File: src/rtl/gmp_pkg.sv
`timescale 1ns / 1ps
// ----------------------------------------------------------------------------
// gmp_pkg: shared types and constants of the grid max pooling downsampler
// Holds the map limits, the register indexes and the work item that the
// front end hands to the back end through the queue.
// ----------------------------------------------------------------------------
package gmp_pkg;

    localparam int MAX_MAP_WIDTH  = 1024;
    localparam int MAX_MAP_HEIGHT = 1024;
    localparam int MAX_FACTOR     = 16;

    localparam int CFG_W    = 11;
    localparam int FACTOR_W = 5;
    localparam int COORD_W  = 10;
    localparam int INBLK_W  = 4;
    localparam int COST_W   = 7;
    localparam int IN_W     = 8;
    localparam int ADDR_W   = $clog2(MAX_MAP_WIDTH);

    localparam int IN_TDATA_W  = 8;
    localparam int OUT_TDATA_W = 32;

    localparam int CFG_IDX_W = 2;
    localparam logic [CFG_IDX_W-1:0] CFG_MAP_WIDTH    = 2'd0;
    localparam logic [CFG_IDX_W-1:0] CFG_MAP_HEIGHT   = 2'd1;
    localparam logic [CFG_IDX_W-1:0] CFG_BLOCK_FACTOR = 2'd2;

    localparam int QUEUE_DEPTH = 4;
    localparam int QPTR_W      = $clog2(QUEUE_DEPTH);
    localparam int QCNT_W      = QPTR_W + 1;

    typedef struct packed {
        logic [ADDR_W-1:0]  addr;
        logic [COORD_W-1:0] out_y;
        logic [COST_W-1:0]  cost;
        logic               first;
        logic               emit;
        logic               done;
    } t_item;

endpackage

File: src/rtl/gmp_queue.sv
`timescale 1ns / 1ps
// ----------------------------------------------------------------------------
// gmp_queue: work item queue
// A short first-in first-out buffer in flip-flops between front and back end.
// ----------------------------------------------------------------------------
module gmp_queue import gmp_pkg::*; (
    input  logic  i_clk,
    input  logic  i_rst_n,
    input  logic  i_push,
    input  t_item i_item,
    output logic  o_full,
    input  logic  i_pop,
    output logic  o_valid,
    output t_item o_item
);

    t_item             r_slot [QUEUE_DEPTH];
    logic [QPTR_W-1:0] r_wr_ptr;
    logic [QPTR_W-1:0] r_rd_ptr;
    logic [QCNT_W-1:0] r_count;

    assign o_full  = (r_count == QCNT_W'(QUEUE_DEPTH));
    assign o_valid = (r_count != '0);
    assign o_item  = r_slot[r_rd_ptr];

    always_ff @(posedge i_clk) begin
        if (i_push) begin
            r_slot[r_wr_ptr] <= i_item;
        end
    end

    always_ff @(posedge i_clk) begin
        if (!i_rst_n) begin
            r_wr_ptr <= '0;
            r_rd_ptr <= '0;
            r_count  <= '0;
        end else begin
            if (i_push) begin
                r_wr_ptr <= r_wr_ptr + QPTR_W'(1);
            end
            if (i_pop) begin
                r_rd_ptr <= r_rd_ptr + QPTR_W'(1);
            end
            if (i_push && !i_pop) begin
                r_count <= r_count + QCNT_W'(1);
            end else if (i_pop && !i_push) begin
                r_count <= r_count - QCNT_W'(1);
            end
        end
    end

    a_count_bound: assert property (@(posedge i_clk) disable iff (!i_rst_n)
        r_count <= QCNT_W'(QUEUE_DEPTH))
        else $error("queue count above depth");
    a_no_underflow: assert property (@(posedge i_clk) disable iff (!i_rst_n)
        i_pop |-> r_count != '0)
        else $error("pop from empty queue");
    a_no_overflow: assert property (@(posedge i_clk) disable iff (!i_rst_n)
        (i_push && !i_pop) |-> !o_full)
        else $error("push into full queue");

endmodule

File: config.mk
export PLATFORM = sky130hd
export DESIGN_NAME = gmp_queue
export DESIGN_NICKNAME = d
export VERILOG_FILES = /design/src/rtl/gmp_pkg.sv /design/src/rtl/gmp_queue.sv
export SDC_FILE = /design/constraint.sdc
export NUM_CORES = 1
export LEC_CHECK = 0
export ABC_AREA = 1
export BUFFER_PORTS_ARGS = -buffer_cell sky130_fd_sc_hd__buf_2
export CAP_MARGIN = 25
export CORE_MARGIN = 2
export CORE_UTILIZATION = 25
export DETAILED_ROUTE_END_ITERATION = 8
export PLACE_DENSITY_LB_ADDON = 0.12
export SLEW_MARGIN = 20
export SYNTH_ARGS = -nofsm -noshare
export SYNTH_HDL_FRONTEND = slang
export SYNTH_SLANG_ARGS = --single-unit
File: constraint.sdc
create_clock -name i_clk -period 4.1 [get_ports i_clk]
set_input_delay 0.615 -clock i_clk [delete_from_list [all_inputs] [get_ports i_clk]]
set_output_delay 0.615 -clock i_clk [all_outputs]
set_load 0.02 [all_outputs]
# Yosys cells after proc, flatten, opt, wreduce, memory -nomap -nowiden
# Memory sizes are Yosys's and may differ from the RTL's. A register that Yosys moved wholly into a read port is not among the register bits.
# Cells that the tools add are included.
# totals
ff_bits,7
ram_bits,120
input_bits,34
wordCells,21
mem_count,1
# op_classes
n_addsub,4
n_eq_ne,1
n_mux,6
reduce_logical,6
# mem_list
memory,words,width,rd,rd_clocked_by_memory_dff,wr,line_no,text
r_slot,4,30,1,1,1,gmp_queue.sv:17,t_item r_slot [QUEUE_DEPTH];
# op_table
operator,n
two-way mux 3 bit,2
adder 2 x 1 -> 2 bit (second input constant),2
two-way mux 2 bit,2
adder 3 x 1 -> 3 bit (second input constant),1
== test 3 bit (second input constant),1
nonzero test 3 bit,1
subtractor 3 x 1 -> 3 bit (second input constant),1
logical AND 1 bit,2
logical NOT 1 bit,2
two-way mux 1 bit,2
nonzero test 2 bit,1

# Depth between registers and ports, before layout
# logic_depth
word_depth,4
mapped_depth,10

# Worst setup path after synthesis
# Ideal clock, no wire load.
# synth_timing
kind,register to output
from,register with a tool-made name
to,output o_item[0] (netlist name)
arrival_time_ns,1.017
setup_slack_ns,2.468
stages_incl_launch_ff,6
path_cell_list,dfxtp_1 -> buf_6 -> inv_8 -> buf_6 -> nor2_1 -> o22ai_1
# synth_rtl
element,line_no,text
"end, declared",gmp_queue.sv:14,output t_item o_item

==> metrics <==
Overall Global Routing Usage=a little under an eighth; Setup Buffers After CTS=0; internal power=2.52 mW; Min-Delay Endpoint=r_slot[3][13]; dpl hpwl=between 6000 and 7000 µm; core area=between 15000 and 20000 µm²; first-pass GRT wire length=between 15000 and 20000 µm; post-route setup TNS=0 ns; clk_lat worst skew=between 0.4 and 0.5 ns; Ant. Diodes=0; Mean Syn Cell Area=14.1 µm²; Core Util, Final=between 30% and 40%; Clk pwr share=44.2%; share of cells above drive strength 1=23.7%; final net count=462; RSZ-0062 raised after global routing=false; root buf cell=clkbuf_16; fin crit period=~2.9 ns; hold_buf cts=0; R2R Setup Slk=approximately 2 ns; actual slew at the worst max-slew pin=about 0.94 ns; fmax=approximately 350 MHz; Routed WL per cell=about 16 µm; Flop pwr share=~47%; Synth-to-Final Area Change=23.0%; Initial DRT Pass Iterations=4; Synth Register Bits=~130; max-cap viol count=0; Reg2Reg Launch Point=r_wr_ptr[0]; Overflow after GRT=0; # IOs=66; number of global-route vias before repair=between 3000 and 4000; # rows=51; Mapped Nets=390; Die Y-Extent=around 140 µm; clock-pin slew on the worst setup and hold paths=around 0.060 ns; PwrDens=539 nW/µm²; area fraction of the dominant cell type after synthesis=between 70% and 80%; YS warnings=0; max_slew headroom=37.0%; full die area=around 21000 µm²; synth top area cells=edfxtp_1 73%, nor2_1 5.0%, o22ai_1 3.8%; antenna violations before repair=0; Initial Util=25.4%; Psw=751 µW; Fin Clk Skew=0.00609 ns; largest net degree at the start of global routing=a little over 60; fin crit share=roughly 70%; Worst VDD drop=between 200 and 250 µV; I/O Buffers=65; clock sinks=129; Worst R2R End=r_slot[3][10]; GP Congestion=about 0.67; crit path DAT=roughly 2.3 ns; Via density=around 4.2; Leakage=2.16 nW; status=finished clean; Worst Path Max Fanout=40; die width=around 140 µm; CP startpoint kind=register; Via Count=2967; Cell Area, Synth=around 4900 µm²; drt initial violations=194; final setup vio count=0; Netlist cell types=18; Routed Antenna Nets=0; CTS Buf Count=17; worst min-delay path class=input port to register; post-CTS resize count=0; WS Path Type=register to output pin; Max H-tree Level=4; Routed Wire Length=around 11000 µm; critical path required time=between 3 and 4 ns; Final Hold Fails=0; Longest Clk Path Bufs=2; R2R cell count=4; Sw Ratio=about 23%; Slew Limit Fails=0; Comb pwr share=9.2%; Hold Crit Depth=1; cell taking the most area after synthesis=edfxtp_1; register area share after synthesis=roughly 77%; Worst Min Path Start=i_item[13]; CP Capture Type=output pin; residual DRC count=0; CTS tree=yes; Syn Inst Count=between 300 and 400
[critical path, cell delays in order (launching register included)]
cell and delay, ns:
dfxtp_2 0.88, buf_4 0.39, o21ai_0 0.13, o22ai_1 0.22
buf_2 0.20
[registers in the layout, indices dropped and copies added (netlist names), named ones only]
signal and flops:
r_slot 120, r_count 3, r_rd_ptr 2, r_wr_ptr 2
[worst max-delay path by stage]
stage               startpoint    endpoint  slack, ns  cells past startpoint
finish                register  o_item[22]       1.24                      4
global route          register  o_item[22]       1.01                      4
CTS                   register  o_item[22]       1.12                      4
detailed placement    register  o_item[22]       1.58                      4
global placement      register  o_item[22]       1.61                      4
floorplan             register   o_item[0]       2.47                      5
[power by group through the flow]
| stage | combinational (mW) | clock, mW | sequential [mW] |
|---|---|---|---|
| after floorplan | 0.204 | 0 | 1.54 |
| after global placement | 0.306 | 0 | 1.55 |
| after detailed placement | 0.309 | 0 | 1.56 |
| after CTS | 0.310 | 1.49 | 1.53 |
| after global routing | 0.336 | 1.55 | 1.53 |
| final | 0.300 | 1.45 | 1.53 |
[routing by layer]
| metal | track usage (%) | share of wire [%] | vias to the layer above |
|---|---|---|---|
| met5 | 0 | 0 | - |
| met4 | 4.75 | 1.7 | 0 |
| met3 | 3.87 | 4.2 | 17 |
| met2 | 17.3 | 47 | 61 |
| met1 | 14.8 | 47 | 1450 |
| li1 | - | - | 1439 |
[synthesized netlist by cell type]
cell / instances
ha_1: 5
nor2_1: 66
nand2_1: 10
buf_6: 10
nand3_1: 1
fa_1: 1
a21oi_1: 4
nand4_1: 1
o21ai_1: 30
dfxtp_1: 9
buf_2: 6
o21ai_0: 36
inv_8: 1
inv_1: 16
nor3_1: 1
edfxtp_1: 120
buf_4: 3
o22ai_1: 30
[metrics by stage]
step	setup WS [ns]	instance area (µm²)	power (mW)	hold slack (ns)	std cells
after floorplan	2.47	4940	1.75	0.412	350
after detailed placement	1.58	5490	1.86	0.434	668
after global placement	1.61	5490	1.86	0.430	668
after CTS	1.12	6080	3.33	0.397	700
final	1.24	6080	3.27	0.416	700
after global routing	1.01	6080	3.42	0.396	700
[area by class of cell]
class,count,area [µm²]
clock inverters,6,36.3
clock buffers,26,553
repair buffers,72,378
inverters,17,71.3
fillers,1959,13400
multi-input cells,185,922
flip-flops and latches,129,3780
well taps,265,332
[cells in the final DEF, fill, tap and decap left out, drive strengths merged]
| cell | count |
|---|---|
| edfxtp | 120 |
| buf | 72 |
| nor2 | 66 |
| o21ai | 66 |
| o22ai | 30 |
| clkbuf | 26 |
| inv | 16 |
| nand2 | 10 |
| dfxtp | 9 |
| clkinv | 6 |
| ha | 5 |
| a21oi | 4 |
| nor3 | 1 |
| nand3 | 1 |
| nand4 | 1 |
| fa | 1 |
| clkinvlp | 1 |
[cell families (layout without fill, tap and decap cells)]
| group | after synthesis | in the layout | share of synthesized area [%] |
|---|---|---|---|
| DFF | 129 | 129 | 76.6 |
| adders and majority gates | 6 | 6 | 1.67 |
| AOI/OAI and AO/OA | 100 | 100 | 10.9 |
| and+or+nand+nor | 79 | 79 | 6.10 |
| buffers and inverters | 36 | 121 | 4.78 |
Power figures use the tool's default switching activity.
