===== config.mk =====
export PLATFORM = sky130hd
export DESIGN_NAME = gmp_front
export DESIGN_NICKNAME = d
export VERILOG_FILES = /design/src/rtl/gmp_pkg.sv /design/src/rtl/gmp_front.sv
export SDC_FILE = /design/constraint.sdc
export NUM_CORES = 1
export LEC_CHECK = 0
export BUFFER_PORTS_ARGS = -buffer_cell sky130_fd_sc_hd__buf_2
export CAP_MARGIN = 10
export CORE_ASPECT_RATIO = 0.75
export CORE_MARGIN = 2
export CORE_UTILIZATION = 55
export CTS_BUF_LIST = sky130_fd_sc_hd__clkbuf_4 sky130_fd_sc_hd__clkbuf_8
export CTS_CLUSTER_DIAMETER = 30
export DETAILED_ROUTE_END_ITERATION = 6
export PLACE_DENSITY = 0.81
export SLEW_MARGIN = 20
export SYNTH_ARGS = -nofsm -noshare
export SYNTH_HDL_FRONTEND = slang
export SYNTH_SLANG_ARGS = --single-unit

===== constraint.sdc =====
create_clock -name i_clk -period 3 [get_ports i_clk]
set_input_delay 0.45 -clock i_clk [delete_from_list [all_inputs] [get_ports i_clk]]
set_output_delay 0.45 -clock i_clk [all_outputs]
set_load 0.1 [all_outputs]

===== src/rtl/gmp_pkg.sv =====
`timescale 1ns / 1ps
// ----------------------------------------------------------------------------
// gmp_pkg: shared types and constants of the grid max pooling downsampler
// Holds the map limits, the register indexes and the work item that the
// front end hands to the back end through the queue.
// ----------------------------------------------------------------------------
package gmp_pkg;

    localparam int MAX_MAP_WIDTH  = 1024;
    localparam int MAX_MAP_HEIGHT = 1024;
    localparam int MAX_FACTOR     = 16;

    localparam int CFG_W    = 11;
    localparam int FACTOR_W = 5;
    localparam int COORD_W  = 10;
    localparam int INBLK_W  = 4;
    localparam int COST_W   = 7;
    localparam int IN_W     = 8;
    localparam int ADDR_W   = $clog2(MAX_MAP_WIDTH);

    localparam int IN_TDATA_W  = 8;
    localparam int OUT_TDATA_W = 32;

    localparam int CFG_IDX_W = 2;
    localparam logic [CFG_IDX_W-1:0] CFG_MAP_WIDTH    = 2'd0;
    localparam logic [CFG_IDX_W-1:0] CFG_MAP_HEIGHT   = 2'd1;
    localparam logic [CFG_IDX_W-1:0] CFG_BLOCK_FACTOR = 2'd2;

    localparam int QUEUE_DEPTH = 4;
    localparam int QPTR_W      = $clog2(QUEUE_DEPTH);
    localparam int QCNT_W      = QPTR_W + 1;

    typedef struct packed {
        logic [ADDR_W-1:0]  addr;
        logic [COORD_W-1:0] out_y;
        logic [COST_W-1:0]  cost;
        logic               first;
        logic               emit;
        logic               done;
    } t_item;

endpackage


===== src/rtl/gmp_front.sv =====
`timescale 1ns / 1ps
// ----------------------------------------------------------------------------
// gmp_front: input classifier
// Holds the configuration registers and the position counters, and turns
// each accepted cell into a work item with its band address and block flags.
// ----------------------------------------------------------------------------
module gmp_front import gmp_pkg::*; (
    input  logic                 i_clk,
    input  logic                 i_rst_n,
    input  logic                 i_cfg_wr_en,
    input  logic [CFG_IDX_W-1:0] i_cfg_addr,
    input  logic [CFG_W-1:0]     i_cfg_data,
    input  logic                 i_accept,
    input  logic [IN_W-1:0]      i_cell_cost,
    output t_item                o_item
);

    logic [CFG_W-1:0]    r_map_width;
    logic [CFG_W-1:0]    r_map_height;
    logic [FACTOR_W-1:0] r_block_factor;
    logic [COORD_W-1:0]  r_col;
    logic [COORD_W-1:0]  r_row;
    logic [INBLK_W-1:0]  r_ibc;
    logic [INBLK_W-1:0]  r_ibr;
    logic [COORD_W-1:0]  r_out_col;
    logic [COORD_W-1:0]  r_out_row;

    logic [CFG_W-1:0]    w_eff;
    logic [CFG_W-1:0]    h_eff;
    logic [FACTOR_W-1:0] f_eff;
    logic                last_col;
    logic                last_row;
    logic                blk_col_end;
    logic                blk_row_end;

    always_comb begin
        if (r_map_width == '0) begin
            w_eff = CFG_W'(1);
        end else if (r_map_width > CFG_W'(MAX_MAP_WIDTH)) begin
            w_eff = CFG_W'(MAX_MAP_WIDTH);
        end else begin
            w_eff = r_map_width;
        end
        if (r_map_height == '0) begin
            h_eff = CFG_W'(1);
        end else if (r_map_height > CFG_W'(MAX_MAP_HEIGHT)) begin
            h_eff = CFG_W'(MAX_MAP_HEIGHT);
        end else begin
            h_eff = r_map_height;
        end
        if (r_block_factor == '0) begin
            f_eff = FACTOR_W'(1);
        end else if (r_block_factor > FACTOR_W'(MAX_FACTOR)) begin
            f_eff = FACTOR_W'(MAX_FACTOR);
        end else begin
            f_eff = r_block_factor;
        end
    end

    assign last_col    = ({1'b0, r_col} + CFG_W'(1)) >= w_eff;
    assign last_row    = ({1'b0, r_row} + CFG_W'(1)) >= h_eff;
    assign blk_col_end = (({1'b0, r_ibc} + FACTOR_W'(1)) >= f_eff) || last_col;
    assign blk_row_end = (({1'b0, r_ibr} + FACTOR_W'(1)) >= f_eff) || last_row;

    always_comb begin
        o_item.addr  = r_out_col;
        o_item.out_y = r_out_row;
        o_item.cost  = i_cell_cost[IN_W-1] ? '0 : i_cell_cost[COST_W-1:0];
        o_item.first = (r_ibc == '0) && (r_ibr == '0);
        o_item.emit  = blk_col_end && blk_row_end;
        o_item.done  = last_col && last_row;
    end

    always_ff @(posedge i_clk) begin
        if (!i_rst_n) begin
            r_map_width    <= CFG_W'(MAX_MAP_WIDTH);
            r_map_height   <= CFG_W'(MAX_MAP_HEIGHT);
            r_block_factor <= FACTOR_W'(2);
            r_col          <= '0;
            r_row          <= '0;
            r_ibc          <= '0;
            r_ibr          <= '0;
            r_out_col      <= '0;
            r_out_row      <= '0;
        end else if (i_cfg_wr_en && (i_cfg_addr == CFG_MAP_WIDTH ||
                     i_cfg_addr == CFG_MAP_HEIGHT || i_cfg_addr == CFG_BLOCK_FACTOR)) begin
            if (i_cfg_addr == CFG_MAP_WIDTH) begin
                r_map_width <= i_cfg_data;
            end
            if (i_cfg_addr == CFG_MAP_HEIGHT) begin
                r_map_height <= i_cfg_data;
            end
            if (i_cfg_addr == CFG_BLOCK_FACTOR) begin
                r_block_factor <= i_cfg_data[FACTOR_W-1:0];
            end
            r_col     <= '0;
            r_row     <= '0;
            r_ibc     <= '0;
            r_ibr     <= '0;
            r_out_col <= '0;
            r_out_row <= '0;
        end else if (i_accept) begin
            if (last_col) begin
                r_col     <= '0;
                r_ibc     <= '0;
                r_out_col <= '0;
                if (last_row) begin
                    r_row     <= '0;
                    r_ibr     <= '0;
                    r_out_row <= '0;
                end else begin
                    r_row <= r_row + COORD_W'(1);
                    if (blk_row_end) begin
                        r_ibr     <= '0;
                        r_out_row <= r_out_row + COORD_W'(1);
                    end else begin
                        r_ibr <= r_ibr + INBLK_W'(1);
                    end
                end
            end else begin
                r_col <= r_col + COORD_W'(1);
                if (blk_col_end) begin
                    r_ibc     <= '0;
                    r_out_col <= r_out_col + COORD_W'(1);
                end else begin
                    r_ibc <= r_ibc + INBLK_W'(1);
                end
            end
        end
    end

endmodule


Word level (Yosys, flattened, before mapping)
Cells that the tools add are included.
{"block": "totals", "reg_bits": 75, "input_bits": 25, "out_inout_bits": 30, "elab_cells": 69}
{"block": "op_classes", "n_addsub": 10, "order_cmp": 7, "n_eq_ne": 2, "n_mux": 17, "bitwise_logic": 1, "n_reduce_logical": 23}
{"cell": "two-way mux 10 bit", "count": 6}
{"cell": "two-way mux 11 bit", "count": 4}
{"cell": "adder 10 x 1 -> 10 bit (second input constant)", "count": 4}
{"cell": "adder 10 x 1 -> 11 bit (second input constant)", "count": 2}
{"cell": "greater-or-equal comparator 11 bit", "count": 2}
{"cell": "> comparator 11 bit (second input constant)", "count": 2}
{"cell": "logical NOT 11 bit", "count": 2}
{"cell": "two-way mux 4 bit", "count": 4}
{"cell": "adder 4 x 1 -> 5 bit (second input constant)", "count": 2}
{"cell": "greater-or-equal comparator 5 bit", "count": 2}
{"cell": "two-way mux 5 bit", "count": 2}
{"cell": "AND reduction 2 bit", "count": 5}
{"cell": "adder 4 x 1 -> 4 bit (second input constant)", "count": 2}
{"cell": "logical NOT 4 bit", "count": 2}
{"cell": "two-way mux 7 bit", "count": 1}
{"cell": "> comparator 5 bit (second input constant)", "count": 1}
{"cell": "logical NOT 5 bit", "count": 1}
{"cell": "logical AND 1 bit", "count": 4}
{"cell": "logical OR 1 bit", "count": 4}
{"cell": "nonzero test 2 bit", "count": 2}
{"cell": "AND reduction 3 bit", "count": 1}
{"cell": "equality test 2 x 1 -> 1 bit (second input constant)", "count": 1}
{"cell": "equality test 2 bit (second input constant)", "count": 1}
{"cell": "logical NOT 2 bit", "count": 1}
{"cell": "other kinds (2)", "count": 2}

Depth between registers and ports, before layout
Gate-level depths: netlist (run 1).
{"block": "depth", "depth_word": 7, "depth_mapped": 14, "mapped_depth_nobuf": 12}

Worst setup path before layout (run 1)
Ideal clock, no wire load.
{"block": "synth_path", "path_type": "register to output", "startpoint": "register r_col[0]", "endpoint": "output o_item[0] (netlist bit)", "t_arrival_ns": 3.977, "required_ns": 2.550, "setup_slack_ns": -1.427, "path_stages_with_launch": 13, "n_path_buf": 1, "path_cell_list": "dfxtp_1 > ha_1 > nand3_1 > nor2_1 > and3_1 > xor2_1 > ha_1 > nand4_1 > or4_1 > a21oi_1 > buf_2 > nor2_1 > nor2_1"}
{"element": "start, declared", "line_no": "gmp_front.sv:21", "rtl": "logic [COORD_W-1:0] r_col;"}
{"element": "start signal, assigned", "line_no": "gmp_front.sv:121", "rtl": "r_col <= r_col + COORD_W'(1);"}
{"element": "end, declared", "line_no": "gmp_front.sv:15", "rtl": "output t_item o_item"}

==> flow_summary.toml, run 1 <==
[yosys]
synth_top_family_by_area = "simple AND/OR/NAND/NOR gates"
ys.warnings.count = 0
synthXorXnorAreaFrac = 0.0388
syn_area_sq_um = 4520
synth_area_leader_cell = "dfxtp_1"
synth_compound_area_frac = 0.154
synthFlopType = "dfxtp_1"
yosys.cell_count.top_type = "dfxtp_1"
syn_avg_cell_area_sq_um = 8.31
muxShareOfSynthArea = 0.0576
synthTopCellsByArea = "dfxtp_1 (33%), ha_1 (11%), mux2i_1 (5.8%)"
syn_inst = 544
synthTopCellsByCount = "dfxtp_1 (75), nand2_1 (63), ha_1 (40), nor2b_1 (34), nand3_1 (31)"
syn-num-nets = 609
synth_cell_type_count = 50
seq_area_frac_synth = 0.332
synth_edf_count = 0
ys_async_sr_fraction = 0
synth_top_cell_area_share = 0.332
synthSimpleGateAreaFrac = 0.269
synth_fa_ha_area_frac = 0.111
ys_ff_latch = 75

[cts]
clkTransAtPathRegs_ns = 0.08
clockBufferDepth = 2
cts_made_buffers = 9
cts.sinks = 75
htree_levels = 3
cts-root-buf = "clkbuf_8"
hold_buffers = 0
cts_tree = "done"
clock_latency_ns = 0.37

[routing]
first_iter_violations = 378
drcViolationCount = 0
drt_wl_total_mm = 11.7
via_count = 4387
drtAntennaViolNets = 0
viasPerCell = 5.94
routedWlPerCell_um = 15.9
dr.pass1.iters = 5

[sta]
fin_ws_ns = -0.420
slew_viol_final = 0
tightest_slew_ns = 0.849
setup_violations = 12
min_period_over_period = 1.14
clock_skew_ns = 0.00873
fmax_mhz = 292
period_needed_ns = 3.42
max-slew-margin-rel = 0.434
hold_violations = 0
rsz0062_at_grt = "yes"

[power_and_ir_drop]
switchingPower_mw = 0.618
p_seq_frac = 0.475
p_int_mw = 1.54
swShare = 0.286
power_frac_comb = 0.156
peakVddDrop_mv = 0.379
clkPwrFrac = 0.369
p_leak_nw = 2.47
p_per_area_nw_per_um2 = 387

[setup_path]
cp-start-kind = "register"
path_buf_inv = 3
cp_common_cell = "nor2_4"
worstPathCellList = "ha_4 -> nand3_4 -> nor2_4 -> buf_4 -> xor2_1 -> ha_1 -> nand3_2 -> or4_4 -> a21oi_4 -> buf_6 -> nor3_4 -> nor2_4 -> buf_12"
slowest_delay_ns = 0.55
cp_max_fo = 5
worst_setup_path_end_kind = "primary output"
worstSetupPathType = "register to primary output"
arrival_ns = 2.97
required_ns = 2.55
cp_slowest_cell = "or4_4"
crit_family = "simple AND/OR/NAND/NOR gates"

[outcome]
violations = "negative setup slack"
status = "finished, violations left"

[global_routing]
grt_use_total = 0.268
grt_pass1_wl_mm = 18.5
antenna_found_initial = 0
grt_pass1_vias = 4019
grt.overflow.total = 0
grt_max_degree = 30

[finish]
area_delta_synth_final_pct = 23.5
instances_no_fill = 739
diodes = 0
drive_above_1_share = 0.235
nets = 694
nFillCells = 637

[floorplan]
initial_core_util = 0.571
fp.dieH_um = 82.5
dieArea_sq_um = 8960
io_pins = 55
die_x_um = 109
num_rows = 28
coreArea_sq_um = 7920

[placed_design]
io_buffer_count = 54
dpl_worst_slack_ns = -0.157
post-dp-hpwl_mm = 8.71
place_congestion = 0.822
dpl.cell_count = 720

[min_path]
hp-class = "input pin to register"

[flow_run]
maxCapViolCount = 0
timing repair:
| action | 4_1_cts | 5_1_grt |
|---|---|---|
| resized for setup | 6 | 18 |
| setup endpoints to repair | 37 | 48 |
| cloned | 0 | 1 |
| pin swaps | 15 | 7 |
| buffers inserted | 2 | 0 |
per-layer routing:
| metal | vias to the layer above | global-route usage | routed length (um) | share of wire |
|---|---|---|---|---|
| li1 | 2141 | - | - | - |
| met3 | 27 | 0.0518 | 608 | 0.052 |
| met4 | 0 | 0.119 | 295 | 0.025 |
| met2 | 134 | 0.459 | 5500 | 0.47 |
| met1 | 2085 | 0.329 | 5330 | 0.45 |
| met5 | - | 0 | 0 | 0 |
worst paths after layout:
kind                  startpoint              end  slack, ns  cells past startpoint
hold reg to reg         r_row[9]         r_row[9]       0.50                      1
hold / removal    i_cfg_data[10]  r_map_width[10]       0.35                      3
setup reg to reg        r_col[0]     r_out_col[4]      -0.06                     12
setup / recovery        r_col[0]        o_item[1]      -0.42                     13
through the flow:
| step | area, sq um | hold WS, ns | power (mW) | TNS [ns] | utilization |
|---|---|---|---|---|---|
| after global routing | 5580 | 0.345 | 2.25 | -5.33 | 0.705 |
| after floorplan | 4620 | 0.449 | 1.27 | -0.533 | - |
| after detailed placement | 5280 | 0.469 | 1.37 | -1.85 | 0.667 |
| final | 5580 | 0.346 | 2.16 | -1.08 | 0.705 |
| after global placement | 5280 | 0.468 | 1.36 | -0.429 | 0.667 |
| after CTS | 5520 | 0.325 | 2.17 | -1.83 | 0.697 |
power by group through the flow:
stage	Sequential [mW]	Clock [mW]	Combinational, mW
floorplan	1.05	0	0.214
global placement	1.05	0	0.312
detailed placement	1.05	0	0.323
CTS	1.03	0.814	0.328
global route	1.03	0.854	0.364
finish	1.03	0.798	0.337
placed cells by master, fill, tap and decap left out, types with 18 or more instances in the layout:
cell type / count
a21oi_1: 24
mux2i_1: 26
nand2_1: 63
nand3_1: 27
nor2_1: 24
dfxtp_1: 70
o21ai_0: 18
buf_4: 41
ha_1: 39
buf_2: 52
nor2b_1: 34
worst register-to-register path: cells and delay by family (launching register included):
family	cells	cell delay, ns
compound gates	2	0.36
xor+xnor	1	0.16
fa+ha+maj	2	0.43
flops	1	0.37
simple gates	7	1.68
logic make-up after synthesis:
family	Yosys count
simple gates	235
compound gates	105
flops	75
buf+inv	43
fa+ha+maj	40
mux	26
xor+xnor	20
area by class of cell:
class / count / area, sq um / area share
multi-input cells: 427 / 3020 / 0.541
flip-flops and latches: 75 / 1520 / 0.271
repair buffers: 98 / 651 / 0.117
clock buffers: 11 / 145 / 0.0260
well taps: 105 / 131 / 0.0235
inverters: 18 / 67.6 / 0.0121
clock inverters: 5 / 52.6 / 0.00941
flip-flops by register name, summed over array words and instances (netlist names):
name	count
r_out_row	10
r_map_width	11
r_block_factor	5
r_row	10
r_col	10
r_ibr	4
r_map_height	11
r_out_col	10
r_ibc	4
(Power assumes the default switching activity.)
==> run 2: changes to the inputs <==
--- a/config.mk
+++ b/config.mk
@@ -9,11 +9,12 @@
 export CAP_MARGIN = 10
 export CORE_ASPECT_RATIO = 0.75
 export CORE_MARGIN = 2
-export CORE_UTILIZATION = 55
+export CORE_UTILIZATION = 35
 export CTS_BUF_LIST = sky130_fd_sc_hd__clkbuf_4 sky130_fd_sc_hd__clkbuf_8
 export CTS_CLUSTER_DIAMETER = 30
 export DETAILED_ROUTE_END_ITERATION = 6
-export PLACE_DENSITY = 0.81
+export GPL_TIMING_DRIVEN = 0
+export PLACE_DENSITY = 0.57
 export SLEW_MARGIN = 20
 export SYNTH_ARGS = -nofsm -noshare
 export SYNTH_HDL_FRONTEND = slang
==> flow_summary.toml, run 2 (synthesized netlist as in run 1, its figures left out) <==
[sta]
tightest_slew_ns = 0.835
period_needed_ns = 3.56
rsz0062_at_grt = "yes"
tns_ns = -9.51
fmax_mhz = 281
slew_viol_final = 0
min_period_over_period = 1.19
clock_skew_ns = 0.0136
max-slew-margin-rel = 0.440
fin_ws_ns = -0.564
setup_violations = 45
hold_violations = 0

[routing]
dr.pass1.iters = 4
via_count = 4368
viasPerCell = 5.41
drtAntennaViolNets = 0
drcViolationCount = 0
routedWlPerCell_um = 15.9
drt_wl_total_mm = 12.9
first_iter_violations = 264

[outcome]
violations = "negative setup slack"
status = "finished, violations left"

[global_routing]
grt.overflow.total = 0
grt_max_degree = 14
grt_pass1_wl_mm = 20.5
grt_pass1_vias = 4085
grt_use_total = 0.188
antenna_found_initial = 0

[setup_path]
reg2reg_to = "r_out_col[6]"
cp_slowest_cell = "or4_4"
slowest_delay_ns = 0.55
worstPathCellList = "ha_4 -> nand3_4 -> nor2_4 -> and3_4 -> and3_1 -> ha_1 -> nand4_1 -> or4_4 -> a21oi_4 -> buf_6 -> nor3_4 -> nor2_4 -> buf_12"
cp_common_cell = "nor2_4"
worst_setup_path_end_kind = "primary output"
crit_family = "simple AND/OR/NAND/NOR gates"
cp-start-kind = "register"
required_ns = 2.55
r2r_start = "r_col[0]"
reg2reg_depth = 13
arrival_ns = 3.11
worstSetupPathType = "register to primary output"
path_buf_inv = 2
reg2reg_slack_ns = -0.31
cp_max_fo = 5

[cts]
cts-root-buf = "clkbuf_8"
cts.sinks = 75
htree_levels = 3
hold_buffers = 0
cts_tree = "done"
cts_made_buffers = 9
clock_latency_ns = 0.37
clockBufferDepth = 2
clkTransAtPathRegs_ns = 0.09

[floorplan]
io_pins = 55
coreArea_sq_um = 12400
initial_core_util = 0.363
num_rows = 35
dieArea_sq_um = 13800
die_x_um = 135
fp.dieH_um = 102

[finish]
final_common_cell = "dfxtp_1"
drive_above_1_share = 0.252
postLayoutCellArea_sq_um = 5900
largestRegisters = "r_map_height x11, r_map_width x11"
nFillCells = 1221
diodes = 0
nets = 702
area_delta_synth_final_pct = 30.5
final_cell_mix = "dfxtp_1 (66), nand2_1 (62), buf_2 (52), ha_1 (38), nor2b_1 (34)"

[power_and_ir_drop]
peakVddDrop_mv = 0.272
p_per_area_nw_per_um2 = 390
p_leak_nw = 2.49

[placed_design]
place_area_sq_um = 5100
place_congestion = 0.843
post-dp-hpwl_mm = 9.03
io_buffer_count = 53

[flow_run]
maxCapViolCount = 0

[min_path]
worstHoldEndpoint = "r_map_width[10]"
min_path_cells = 3
hold_start = "i_cfg_data[10]"
hp-class = "input pin to register"
run 2: cell types whose count changed in the layout (fill, tap and decap cells not counted), sizes merged:
cell and change:
clkbuf +15, buf -8, clkinv -2, bufinv +1, clkinvlp +1, inv +1
run 2: power breakdown:
part,switching [mW],internal (mW)
Combinational,0.236,0.135
Sequential,0.0171,1.01
Clock,0.423,0.479
run 2: area by class of cell:
type                            count  area [sq um]  area share
Timing Repair Buffer               84           599       0.102
Clock buffer                       10           131      0.0223
Multi-Input combinational cell    427          3150       0.535
Inverter                           18          67.6      0.0115
Sequential cell                    75          1520       0.258
Buffer                             22           128      0.0216
Clock inverter                      6          88.8      0.0151
Tap cell                          166           208      0.0352
run 2: through the flow:
stage / hold slack (ns) / setup slack [ns] / std cells / utilization / total power [mW]
final: 0.348 / -0.564 / 808 / 0.474 / 2.30
after CTS: 0.341 / -0.586 / 796 / 0.452 / 2.27
after global routing: 0.347 / -0.665 / 808 / 0.474 / 2.37
after floorplan: 0.449 / -0.268 / 544 / - / 1.27
after global placement: 0.471 / -0.671 / 763 / 0.410 / 1.35
after detailed placement: 0.468 / -0.711 / 763 / 0.410 / 1.35
run 2: metal layers:
layer | wire length (um) | track usage
met5 | 0 | 0
met4 | 174 | 0.0593
met3 | 610 | 0.0397
met2 | 5810 | 0.296
met1 | 6260 | 0.259
run 2: how the worst max path moves through the flow:
| stage | from | slack (ns) | endpoint | cells after the start |
|---|---|---|---|---|
| floorplan | r_col[1] | -0.27 | o_item[1] | 12 |
| global placement | r_col[1] | -0.67 | o_item[1] | 13 |
| detailed placement | r_col[2] | -0.71 | o_item[1] | 12 |
| CTS | r_col[0] | -0.59 | o_item[1] | 12 |
| global route | r_col[0] | -0.67 | o_item[1] | 13 |
| finish | r_col[0] | -0.56 | o_item[1] | 13 |
run 2: timing repair:
item                                    4_1_cts  5_1_grt
buffers inserted                             18       13
gates cloned                                  2        0
pin swaps                                    21       31
endpoints found under the setup margin       50       50
gates resized for setup                      38       44
run 2: worst reg2reg max path, cell delays in order, from the launching register on:
cell and delay [ns]:
dfxtp_4 0.40, ha_4 0.16, nand3_4 0.08, nor2_4 0.10, and3_4 0.21, xor2_1 0.16, ha_1 0.27, a211oi_2 0.18
nor2_1 0.07, or3_4 0.34, buf_4 0.14, or3_1 0.45, or4_1 0.55, a31oi_1 0.13
==> run 3: changes to the inputs <==
--- a/config.mk
+++ b/config.mk
@@ -14,7 +14,7 @@
 export CTS_CLUSTER_DIAMETER = 30
 export DETAILED_ROUTE_END_ITERATION = 6
 export GPL_TIMING_DRIVEN = 0
-export PLACE_DENSITY = 0.57
+export PLACE_DENSITY = 0.55
 export SLEW_MARGIN = 20
 export SYNTH_ARGS = -nofsm -noshare
 export SYNTH_HDL_FRONTEND = slang
==> constraint.sdc (replaced) <==
create_clock -name i_clk -period 3.5 [get_ports i_clk]
set_input_delay 0.525 -clock i_clk [delete_from_list [all_inputs] [get_ports i_clk]]
set_output_delay 0.525 -clock i_clk [all_outputs]
set_load 0.1 [all_outputs]
==> flow_summary.toml, run 3 (synthesized netlist as in run 1, its figures left out) <==
[cts]
hold_buffers = 0
cts_tree = "done"
cts_made_buffers = 9
clockBufferDepth = 2
htree_levels = 3
cts-root-buf = "clkbuf_8"
cts.sinks = 75
clkTransAtPathRegs_ns = 0.08
clock_latency_ns = 0.37

[flow_run]
maxCapViolCount = 0

[finish]
nFillCells = 1243
instances_no_fill = 793
final_cell_mix = "dfxtp_1 (68), nand2_1 (63), buf_2 (53), ha_1 (39), nor2b_1 (34)"
largestRegisters = "r_map_height x11, r_map_width x11"
nets = 688
area_delta_synth_final_pct = 22.7
final_util = 0.446
diodes = 0
final_common_cell = "dfxtp_1"
drive_above_1_share = 0.196

[sta]
rsz0062_at_grt = "yes"
fmax_mhz = 278
period_needed_ns = 3.60
setup_violations = 2
slew_viol_final = 0
whs_ns = 0.413
tns_ns = -0.130
fin_ws_ns = -0.0965
hold_violations = 0
tightest_slew_ns = 0.828
max-slew-margin-rel = 0.444
min_period_over_period = 1.03
clock_skew_ns = 0.00975

[global_routing]
grt.overflow.total = 0
grt_pass1_vias = 3918
grt_pass1_wl_mm = 19.9
grt_max_degree = 13
antenna_found_initial = 0
grt_use_total = 0.184

[setup_path]
cp_common_cell = "nor2_4"
cp_max_fo = 5
cp_slowest_cell = "or4_4"
required_ns = 2.97
worstSetupPathType = "register to primary output"
worstPathCellList = "ha_4 -> nand3_4 -> nor2_4 -> and3_4 -> xor2_1 -> ha_1 -> nand4_1 -> or4_4 -> a21oi_4 -> buf_6 -> nor3_4 -> nor2_4 -> buf_12"
cp-start-kind = "register"
arrival_ns = 3.07
worst_setup_path_end_kind = "primary output"
slowest_delay_ns = 0.53

[power_and_ir_drop]
p_seq_frac = 0.475
p_int_mw = 1.30
swShare = 0.296
clkPwrFrac = 0.370
switchingPower_mw = 0.547
p_per_area_nw_per_um2 = 334
peakVddDrop_mv = 0.236
power_frac_comb = 0.155
p_leak_nw = 2.36

[floorplan]
fp.dieH_um = 102
dieArea_sq_um = 13800
num_rows = 35
io_pins = 55
die_x_um = 135
coreArea_sq_um = 12400
initial_core_util = 0.363

[outcome]
status = "finished, violations left"
violations = "negative setup slack"

[routing]
drtAntennaViolNets = 0
first_iter_violations = 251
routedWlPerCell_um = 15.5
via_count = 4257
viasPerCell = 5.37
drcViolationCount = 0
drt_wl_total_mm = 12.3
dr.pass1.iters = 5

[placed_design]
io_buffer_count = 53
dpl.cell_count = 763
post-dp-hpwl_mm = 8.97
place_congestion = 0.822
dpl_worst_slack_ns = -0.543

[min_path]
hp-class = "input pin to register"
==> run 3: repair_timing <==
| item | in CTS | in global routing |
|---|---|---|
| buffers inserted | 14 | 1 |
| endpoints found under the setup margin | 42 | 20 |
| cloned | 0 | 0 |
| pin swaps | 9 | 5 |
| resized for setup | 35 | 14 |
==> run 3: worst max-delay path, delay by kind of cell (launching register included) <==
| kind | cells | cell delay (ns) |
|---|---|---|
| AO/OA/AOI/OAI | 1 | 0.14 |
| buffers and inverters | 2 | 0.33 |
| flip-flops | 1 | 0.39 |
| adder cells (fa/ha/maj) | 2 | 0.48 |
| XOR/XNOR | 1 | 0.07 |
| AND/OR/NAND/NOR | 7 | 1.29 |
==> run 3: power groups by stage <==
stage / clock network (mW) / logic, mW / registers, mW
after floorplan: 0 / 0.181 / 0.901
after global placement: 0 / 0.253 / 0.900
after detailed placement: 0 / 0.256 / 0.901
after CTS: 0.704 / 0.280 / 0.880
after global routing: 0.739 / 0.310 / 0.880
final: 0.685 / 0.287 / 0.878
==> run 3: through the flow <==
stage | cell area [sq um] | power, mW
3_3_place_gp | 5040 | 1.15
3_5_place_dp | 5040 | 1.16
2_1_floorplan | 4570 | 1.08
6_report | 5540 | 1.85
5_1_grt | 5540 | 1.93
4_1_cts | 5480 | 1.86
==> run 3: layer usage <==
layer / routed length, um / share of wire / up-vias / global-route usage
met5: 0 / 0 / - / 0
met4: 127 / 0.010 / 0 / 0.0489
met3: 629 / 0.051 / 11 / 0.0441
met2: 5220 / 0.43 / 112 / 0.277
met1: 6300 / 0.51 / 2005 / 0.264
li1: - / - / 2129 / -
==> run 3: final timing paths <==
check,start,to,slack [ns],depth (start not counted)
max reg2reg,r_col[0],r_out_col[4],0.17,13
min reg2reg,r_row[9],r_row[9],0.49,1
max,r_col[0],o_item[1],-0.1,13
min,i_cfg_data[10],r_map_width[10],0.41,3
==> run 3: final cells by class <==
cell class	instances	area (sq um)	share of cell area
buffer	25	123	0.0221
clock buffer	10	138	0.0248
clock inverter	5	53.8	0.00970
inverter	18	67.6	0.0122
multi-input combinational	426	3020	0.545
sequential	75	1520	0.275
tap	166	208	0.0375
timing repair buffer	68	408	0.0736
